**config.mk**
```make
export PLATFORM = sky130hd
export DESIGN_NAME = arm_disarm_failsafe_fsm
export DESIGN_NICKNAME = d
export VERILOG_FILES = /design/src/hdl/afs_pkg.sv /design/src/hdl/afs_cfg_regs.sv /design/src/hdl/afs_core.sv /design/src/hdl/arm_disarm_failsafe_fsm.sv
export SDC_FILE = /design/constraint.sdc
export NUM_CORES = 1
export LEC_CHECK = 0
export BUFFER_PORTS_ARGS = -buffer_cell sky130_fd_sc_hd__buf_2
export CORE_UTILIZATION = 63
export CTS_BUF_LIST = sky130_fd_sc_hd__clkbuf_8
export DETAILED_ROUTE_END_ITERATION = 8
export PLACE_DENSITY = 0.89
export SLEW_MARGIN = 15
export SYNTH_ARGS = -nofsm -noshare
export SYNTH_HDL_FRONTEND = slang
export SYNTH_HIERARCHICAL = 1
export SYNTH_SLANG_ARGS = --single-unit
```
**constraint.sdc**
```tcl
create_clock -name clock -period 5.55 [get_ports clock]
set_clock_uncertainty 0.05 [all_clocks]
set_input_delay 0.2775 -clock clock [delete_from_list [all_inputs] [get_ports clock]]
set_output_delay 0.2775 -clock clock [all_outputs]
set_load 0.01 [all_outputs]
```
**src/hdl/afs_pkg.sv**
```systemverilog
// Package for the arm/disarm failsafe block: register indexes, reset values,
// stick margin, timer limit and the configuration struct. No dependencies.
`default_nettype none

package afs_pkg;

   localparam int unsigned StickW   = 11;
   localparam int unsigned TimerW   = 16;
   localparam int unsigned CsrIdxW  = 3;
   localparam int unsigned CsrDataW = 16;

   localparam logic [StickW-1:0] StickMargin = 11'd10;
   localparam logic [TimerW-1:0] TimerMax    = 16'hFFFF;

   localparam logic [StickW-1:0] ThrLowReset   = 11'd362;
   localparam logic [StickW-1:0] YawHighReset  = 11'd1686;
   localparam logic [TimerW-1:0] LossHoldReset = 16'd1000;
   localparam logic [TimerW-1:0] UnlkHoldReset = 16'd2000;
   localparam logic [TimerW-1:0] LockHoldReset = 16'd10000;

   typedef enum logic [CsrIdxW-1:0] {
      REG_THR_LOW   = 3'd0,
      REG_YAW_HIGH  = 3'd1,
      REG_LOSS_HOLD = 3'd2,
      REG_UNLK_HOLD = 3'd3,
      REG_LOCK_HOLD = 3'd4
   } reg_index_type;

   typedef struct packed {
      logic [StickW-1:0] throttle_low_limit;
      logic [StickW-1:0] yaw_high_limit;
      logic [TimerW-1:0] loss_hold_ms;
      logic [TimerW-1:0] unlock_hold_ms;
      logic [TimerW-1:0] lock_hold_ms;
   } cfg_type;

   typedef struct packed {
      logic [TimerW-1:0] elapsed_ms;
      logic              fail_switch_a_down;
      logic              fail_switch_b_down;
      logic [StickW-1:0] throttle_stick;
      logic [StickW-1:0] yaw_stick;
      logic              position_ready;
   } tick_type;

   typedef struct packed {
      logic locked;
      logic signal_lost;
      logic unlock_event;
   } result_type;

   function automatic logic [TimerW-1:0] sat_add(input logic [TimerW-1:0] a,
                                                 input logic [TimerW-1:0] b);
      logic [TimerW:0] s;
      s = {1'b0, a} + {1'b0, b};
      return s[TimerW] ? TimerMax : s[TimerW-1:0];
   endfunction

endpackage

`default_nettype wire

```
**src/hdl/afs_cfg_regs.sv**
```systemverilog
// Configuration registers of the arm/disarm failsafe block.
// Depends on afs_pkg.
`default_nettype none

module afs_cfg_regs
   import afs_pkg::*;
(
   input  wire logic                clock,
   input  wire logic                reset,
   input  wire logic                csr_wen,
   input  wire logic [CsrIdxW-1:0]  csr_index,
   input  wire logic [CsrDataW-1:0] csr_wdata,
   output cfg_type                  cfg
);

   cfg_type cfg_ff, cfg_in;

   always_comb begin
      cfg_in = cfg_ff;
      if (csr_wen) begin
         unique case (csr_index)
            REG_THR_LOW:   cfg_in.throttle_low_limit = csr_wdata[StickW-1:0];
            REG_YAW_HIGH:  cfg_in.yaw_high_limit     = csr_wdata[StickW-1:0];
            REG_LOSS_HOLD: cfg_in.loss_hold_ms       = csr_wdata[TimerW-1:0];
            REG_UNLK_HOLD: cfg_in.unlock_hold_ms     = csr_wdata[TimerW-1:0];
            REG_LOCK_HOLD: cfg_in.lock_hold_ms       = csr_wdata[TimerW-1:0];
            default:       cfg_in = cfg_ff;
         endcase
      end
   end

   always_ff @(posedge clock) begin
      if (reset) begin
         cfg_ff.throttle_low_limit <= ThrLowReset;
         cfg_ff.yaw_high_limit     <= YawHighReset;
         cfg_ff.loss_hold_ms       <= LossHoldReset;
         cfg_ff.unlock_hold_ms     <= UnlkHoldReset;
         cfg_ff.lock_hold_ms       <= LockHoldReset;
      end else begin
         cfg_ff <= cfg_in;
      end
   end

   assign cfg = cfg_ff;

endmodule

`default_nettype wire

```
**src/hdl/afs_core.sv**
```systemverilog
// Failsafe and lock state update: timers, flags and the per-tick result.
// Depends on afs_pkg.
`default_nettype none

module afs_core
   import afs_pkg::*;
(
   input  wire logic     clock,
   input  wire logic     reset,
   input  wire logic     fire,
   input  wire cfg_type  cfg,
   input  wire tick_type tick,
   output result_type    result
);

   logic [TimerW-1:0] loss_timer_ff, loss_timer_in;
   logic [TimerW-1:0] unlock_timer_ff, unlock_timer_in;
   logic [TimerW-1:0] relock_timer_ff, relock_timer_in;
   logic              lock_ff, lock_in;
   logic              loss_ff, loss_in;
   logic              unlock_ev;
   logic              thr_low, yaw_high, both_down;
   logic [StickW:0]   thr_limit, yaw_sum;
   logic [TimerW-1:0] loss_sum, unlock_sum, relock_sum;

   always_comb begin
      thr_limit = {1'b0, cfg.throttle_low_limit} + {1'b0, StickMargin};
      yaw_sum   = {1'b0, tick.yaw_stick} + {1'b0, StickMargin};
      thr_low   = {1'b0, tick.throttle_stick} < thr_limit;
      yaw_high  = yaw_sum > {1'b0, cfg.yaw_high_limit};
      both_down = tick.fail_switch_a_down && tick.fail_switch_b_down;

      loss_sum   = sat_add(loss_timer_ff, tick.elapsed_ms);
      unlock_sum = sat_add(unlock_timer_ff, tick.elapsed_ms);
      relock_sum = sat_add(relock_timer_ff, tick.elapsed_ms);

      loss_timer_in   = loss_timer_ff;
      loss_in         = loss_ff;
      unlock_timer_in = unlock_timer_ff;
      relock_timer_in = relock_timer_ff;
      lock_in         = lock_ff;
      unlock_ev       = 1'b0;

      if (both_down) begin
         loss_timer_in = loss_sum;
         if (loss_sum > cfg.loss_hold_ms) begin
            loss_in       = 1'b1;
            loss_timer_in = cfg.loss_hold_ms;
         end
      end else begin
         loss_in       = 1'b0;
         loss_timer_in = '0;
      end

      if (lock_ff) begin
         relock_timer_in = '0;
         if (thr_low && yaw_high && !loss_in && tick.position_ready) begin
            unlock_timer_in = unlock_sum;
            if (unlock_sum > cfg.unlock_hold_ms) begin
               lock_in   = 1'b0;
               unlock_ev = 1'b1;
            end
         end else begin
            unlock_timer_in = '0;
         end
      end else begin
         unlock_timer_in = '0;
         relock_timer_in = thr_low ? relock_sum : '0;
         if (relock_timer_in > cfg.lock_hold_ms) begin
            lock_in = 1'b1;
         end
      end
   end

   always_ff @(posedge clock) begin
      if (reset) begin
         loss_timer_ff   <= '0;
         unlock_timer_ff <= '0;
         relock_timer_ff <= '0;
         lock_ff         <= 1'b1;
         loss_ff         <= 1'b0;
      end else if (fire) begin
         loss_timer_ff   <= loss_timer_in;
         unlock_timer_ff <= unlock_timer_in;
         relock_timer_ff <= relock_timer_in;
         lock_ff         <= lock_in;
         loss_ff         <= loss_in;
      end
   end

   assign result.locked       = lock_in;
   assign result.signal_lost  = loss_in;
   assign result.unlock_event = unlock_ev;

`ifndef ASSERT_OFF
   a_unlock_from_locked: assert property (@(posedge clock) disable iff (reset)
      fire && unlock_ev |-> lock_ff && !lock_in)
      else $error("unlock pulse without a locked craft");

   a_release_clears_loss: assert property (@(posedge clock) disable iff (reset)
      fire && !both_down |=> !loss_ff && loss_timer_ff == '0)
      else $error("loss state not cleared on switch release");

   a_locked_clears_relock: assert property (@(posedge clock) disable iff (reset)
      fire && lock_ff |=> relock_timer_ff == '0)
      else $error("relock timer running while locked");

   a_unlocked_clears_unlock: assert property (@(posedge clock) disable iff (reset)
      fire && !lock_ff |=> unlock_timer_ff == '0)
      else $error("unlock timer running while unlocked");
`endif

endmodule

`default_nettype wire

```
**src/hdl/arm_disarm_failsafe_fsm.sv**
```systemverilog
// Top level of the arm/disarm failsafe block: input register, state update,
// result register. Depends on afs_pkg, afs_cfg_regs and afs_core.
//
//   channel  direction  handshake                    payload
//   req      in         req_tvalid / req_tready      req_tdata  [40:0] in 48 bits
//   rsp      out        rsp_tvalid / rsp_tready      rsp_tdata  [2:0] in 8 bits
//   csr      in         csr_wen (no wait)            csr_index, csr_wdata
//
// A req passes the input and result registers to rsp; with rsp_tready high, one
// tick per cycle is sustained, set by the single state update between them.
// Reset leaves the craft locked with cleared timers and loss flag.
// A stalled rsp holds its result; the input register still takes one more
// transaction, and req_tready drops only when both registers are full.
`default_nettype none

module arm_disarm_failsafe_fsm
   import afs_pkg::*;
(
   input  wire logic                clock,
   input  wire logic                reset,
   input  wire logic                req_tvalid,
   output logic                     req_tready,
   // [15:0] elapsed_ms, [16] fail_switch_a_down, [17] fail_switch_b_down,
   // [28:18] throttle_stick, [39:29] yaw_stick, [40] position_ready, [47:41] zero
   input  wire logic [47:0]         req_tdata,
   output logic                     rsp_tvalid,
   input  wire logic                rsp_tready,
   // [0] locked, [1] signal_lost, [2] unlock_event, [7:3] zero
   output logic [7:0]               rsp_tdata,
   input  wire logic                csr_wen,
   input  wire logic [CsrIdxW-1:0]  csr_index,
   input  wire logic [CsrDataW-1:0] csr_wdata
);

   cfg_type    cfg;
   tick_type   tick_ff, tick_in;
   result_type result, rsp_ff;
   logic       in_valid_ff, out_valid_ff, advance;

   assign advance    = in_valid_ff && (!out_valid_ff || rsp_tready);
   assign req_tready = !in_valid_ff || advance;

   always_comb begin
      tick_in.elapsed_ms         = req_tdata[15:0];
      tick_in.fail_switch_a_down = req_tdata[16];
      tick_in.fail_switch_b_down = req_tdata[17];
      tick_in.throttle_stick     = req_tdata[28:18];
      tick_in.yaw_stick          = req_tdata[39:29];
      tick_in.position_ready     = req_tdata[40];
   end

   always_ff @(posedge clock) begin
      if (reset) begin
         in_valid_ff  <= 1'b0;
         out_valid_ff <= 1'b0;
      end else begin
         if (req_tready) begin
            in_valid_ff <= req_tvalid;
         end
         if (advance) begin
            out_valid_ff <= 1'b1;
         end else if (rsp_tready) begin
            out_valid_ff <= 1'b0;
         end
      end
   end

   always_ff @(posedge clock) begin
      if (req_tvalid && req_tready) begin
         tick_ff <= tick_in;
      end
      if (advance) begin
         rsp_ff <= result;
      end
   end

   afs_cfg_regs u_cfg (
      .clock     (clock),
      .reset     (reset),
      .csr_wen   (csr_wen),
      .csr_index (csr_index),
      .csr_wdata (csr_wdata),
      .cfg       (cfg)
   );

   afs_core u_core (
      .clock  (clock),
      .reset  (reset),
      .fire   (advance),
      .cfg    (cfg),
      .tick   (tick_ff),
      .result (result)
   );

   assign rsp_tvalid = out_valid_ff;
   assign rsp_tdata  = {5'b0, rsp_ff.unlock_event, rsp_ff.signal_lost, rsp_ff.locked};

endmodule

`default_nettype wire

```
==> results.cfg <==
[floorplan]
rows = 47
start_util_pct = 64.41
die_h_um = 132.0
ios = 82
fp.dieW_um = 132.0
die_area_sq_um = 17420
coreArea_sq_um = 16520

[layout]
syn2layout_area_growth_pct = 11.91
fillers = 1217
nNetsFinal = 1424
multi_input_area_sq_um = 6395
diodes = 0
drive_gt1_share_pct = 13.11
regArea_sq_um = 3764
final_cell_area_sq_um = 11910

[place]
gp_congestion = 0.9234
placed_area_sq_um = 11090
place.detailed.hpwl_um = 18940
portBuffers = 69

[critical_path]
critical_path_arrival_ns = 5.40
cp_max_fo = 17
critPathLaunchType = flip-flop
setup.worst_path.class = reg -> reg
worst_path_most_repeated_cell = ha_1
end_kind = flip-flop
crit_required_ns = 5.73
cp_cell_sequence = ha_1, fa_1, a21o_1, a221oi_1, a21oi_2, a311oi_2, nor2_2, or2_2, ha_1, nand4_1, or4_4, o21bai_2, a31oi_2, a211oi_4, nor4b_2, nor3_1
slowest_stage = or4_4
max_stage_delay_ns = 0.57

[detailed_routing]
viasPerCell = 6.077
num_vias = 8890
dr.first_iter.drc_count = 754
wl_per_cell_um = 18.03
drc = 0
drt.antenna.violating_nets = 0
drt_wl_total_um = 26370
dr.pass1.iters = 5

[grt]
track_usage_pct = 30.77
overflow = 0
grt_pass1_wl_um = 42100
antenna_found_initial = 0
grt_max_degree = 100
grt_pass1_vias = 8478

[clock_tree]
cts_buffer_depth = 2
clk_pin_slew_worst_paths_ns = 0.10
cts_resized = 0
cts_setup_buffers = 0
cts-htree-levels = 4
cts_buffers = 17
cts_hold_buf = 43
tritoncts = built
numClockSinks = 166
clk_latency_ns = 0.48
cts_root_buf = clkbuf_8

[synthesis]
synth_edf_count = 44
synth_top_area_share_pct = 22.95
yosys_warnings = 6
syn_area_per_cell_sq_um = 9.419
ys_ff_latch = 166
synth_area_leaders = dfxtp_1, ha_1, edfxtp_1
synth_seq_area_share_pct = 35.36
syn_area_sq_um = 10640
synth_top_cell_by_area = dfxtp_1
synth_top_flop_cell = dfxtp_1
synthMostInstantiatedCell = dfxtp_1
synth_commonest_cells = dfxtp_1, ha_1, nor2_1
syn-instance-count = 1130
async_reset_ff_share_pct = 0
synth_cell_types = 88

[sta]
post-route-min-period_ns = 5.221
fmax_mhz = 191.5
grt_setup_unrepaired = false
fin_crit_sh_pct = 94.08
timing.setup.tns_ns = 0
setup_viol = 0
hold_viol = 0
maxSlewHeadroom_pct = 31.58
max_slew.worst_pin.slew_ns = 1.023
report.final.slew_viol_count = 0

[hold_path]
hold_class = in -> reg

[job]
maxCapViolations = 0

[power]
cellPowerDensity_nw_per_um2 = 220.0
p_leak_nw = 5.486
peakVddDrop_mv = 0.3013

[run_status]
status = finished clean
area by class of cell:
| class | count | share of cell area (%) |
|---|---|---|
| clock inverter | 15 | 1.282 |
| tap | 220 | 2.311 |
| timing repair buffer | 118 | 6.891 |
| inverter | 72 | 2.269 |
| sequential | 166 | 31.60 |
| clock buffer | 17 | 1.964 |
| multi-input combinational | 855 | 53.69 |
layer usage:
| metal | vias up | global-route usage (%) | part of all wire (%) |
|---|---|---|---|
| met1 | 4217 | 39.66 | 44 |
| met5 | - | 0 | 0 |
| li1 | 4298 | - | - |
| met2 | 330 | 52.73 | 48 |
| met4 | 0 | 8.721 | 2.1 |
| met3 | 45 | 5.536 | 6.7 |
cells in the final DEF, fill, tap and decap left out, drive strengths merged, types with 33 or more instances in the layout:
master / n
dfxtp: 122
ha: 119
nor2: 84
inv: 83
buf: 75
mux2i: 70
nand2b: 68
nand2: 67
a21oi: 67
o21ai: 64
edfxtp: 44
dlygate4sd3: 43
a21o: 33
worst paths after layout:
kind	endpoint	depth (start not counted)	start	slack [ns]
worst max-delay path	rsp_tdata[0]	16	tick_ff[25]	0.33
worst min-delay path	u_cfg/cfg[68]	3	csr_wdata[9]	0.03
worst max register to register	rsp_tdata[0]	16	tick_ff[25]	0.33
worst min register to register	u_core/relock_timer_ff[15]	2	u_core/relock_timer_ff[15]	0.42
critical path: cells and delay by family, from the launching register on:
kind	cells	cell delay [ns]
adders and majority gates	3	1.00
DFF	1	0.46
AOI/OAI and AO/OA	7	1.66
and+or+nand+nor	6	1.80
sequential cells by signal, indices dropped and copies added, names as in the netlist:
name	flops
in_valid_ff	1
u_core/lock_ff	1
rsp_tdata	3
u_core/unlock_timer_ff	16
u_cfg/cfg	70
tick_ff	41
u_core/relock_timer_ff	16
rsp_tvalid	1
u_core/loss_ff	1
u_core/loss_timer_ff	16
power by group:
group / total (mW) / internal (mW) / switching (mW)
logic: 0.439 / 0.189 / 0.250
clock network: 0.866 / 0.340 / 0.526
registers: 1.32 / 1.28 / 0.0347
total: 2.62 / 1.81 / 0.811
cells by family (layout without fill, tap and decap cells):
logic type / count (synthesis) / count (layout) / share of synthesized area [%]
other cells: 1 / 5 / 0.03523
compound gates: 275 / 275 / 18.07
simple gates: 334 / 334 / 16.60
mux: 72 / 72 / 6.794
buf+inv: 113 / 222 / 4.725
xor+xnor: 47 / 47 / 3.867
flops: 166 / 166 / 35.36
fa+ha+maj: 122 / 122 / 14.55
metrics by stage:
stage,hold WS [ns],setup WS (ns),power (mW),std cells,utilization [%]
CTS,0.005595,0.3289,2.617,1463,72.08
detailed placement,0.3994,0.3662,1.742,1388,67.14
global placement,0.3893,0.4824,1.725,1388,67.14
floorplan,0.2899,0.7695,1.623,1134,-
global route,0.04439,0.1162,2.714,1463,72.08
finish,0.03253,0.3285,2.620,1463,72.08
(Power assumes the default switching activity.)
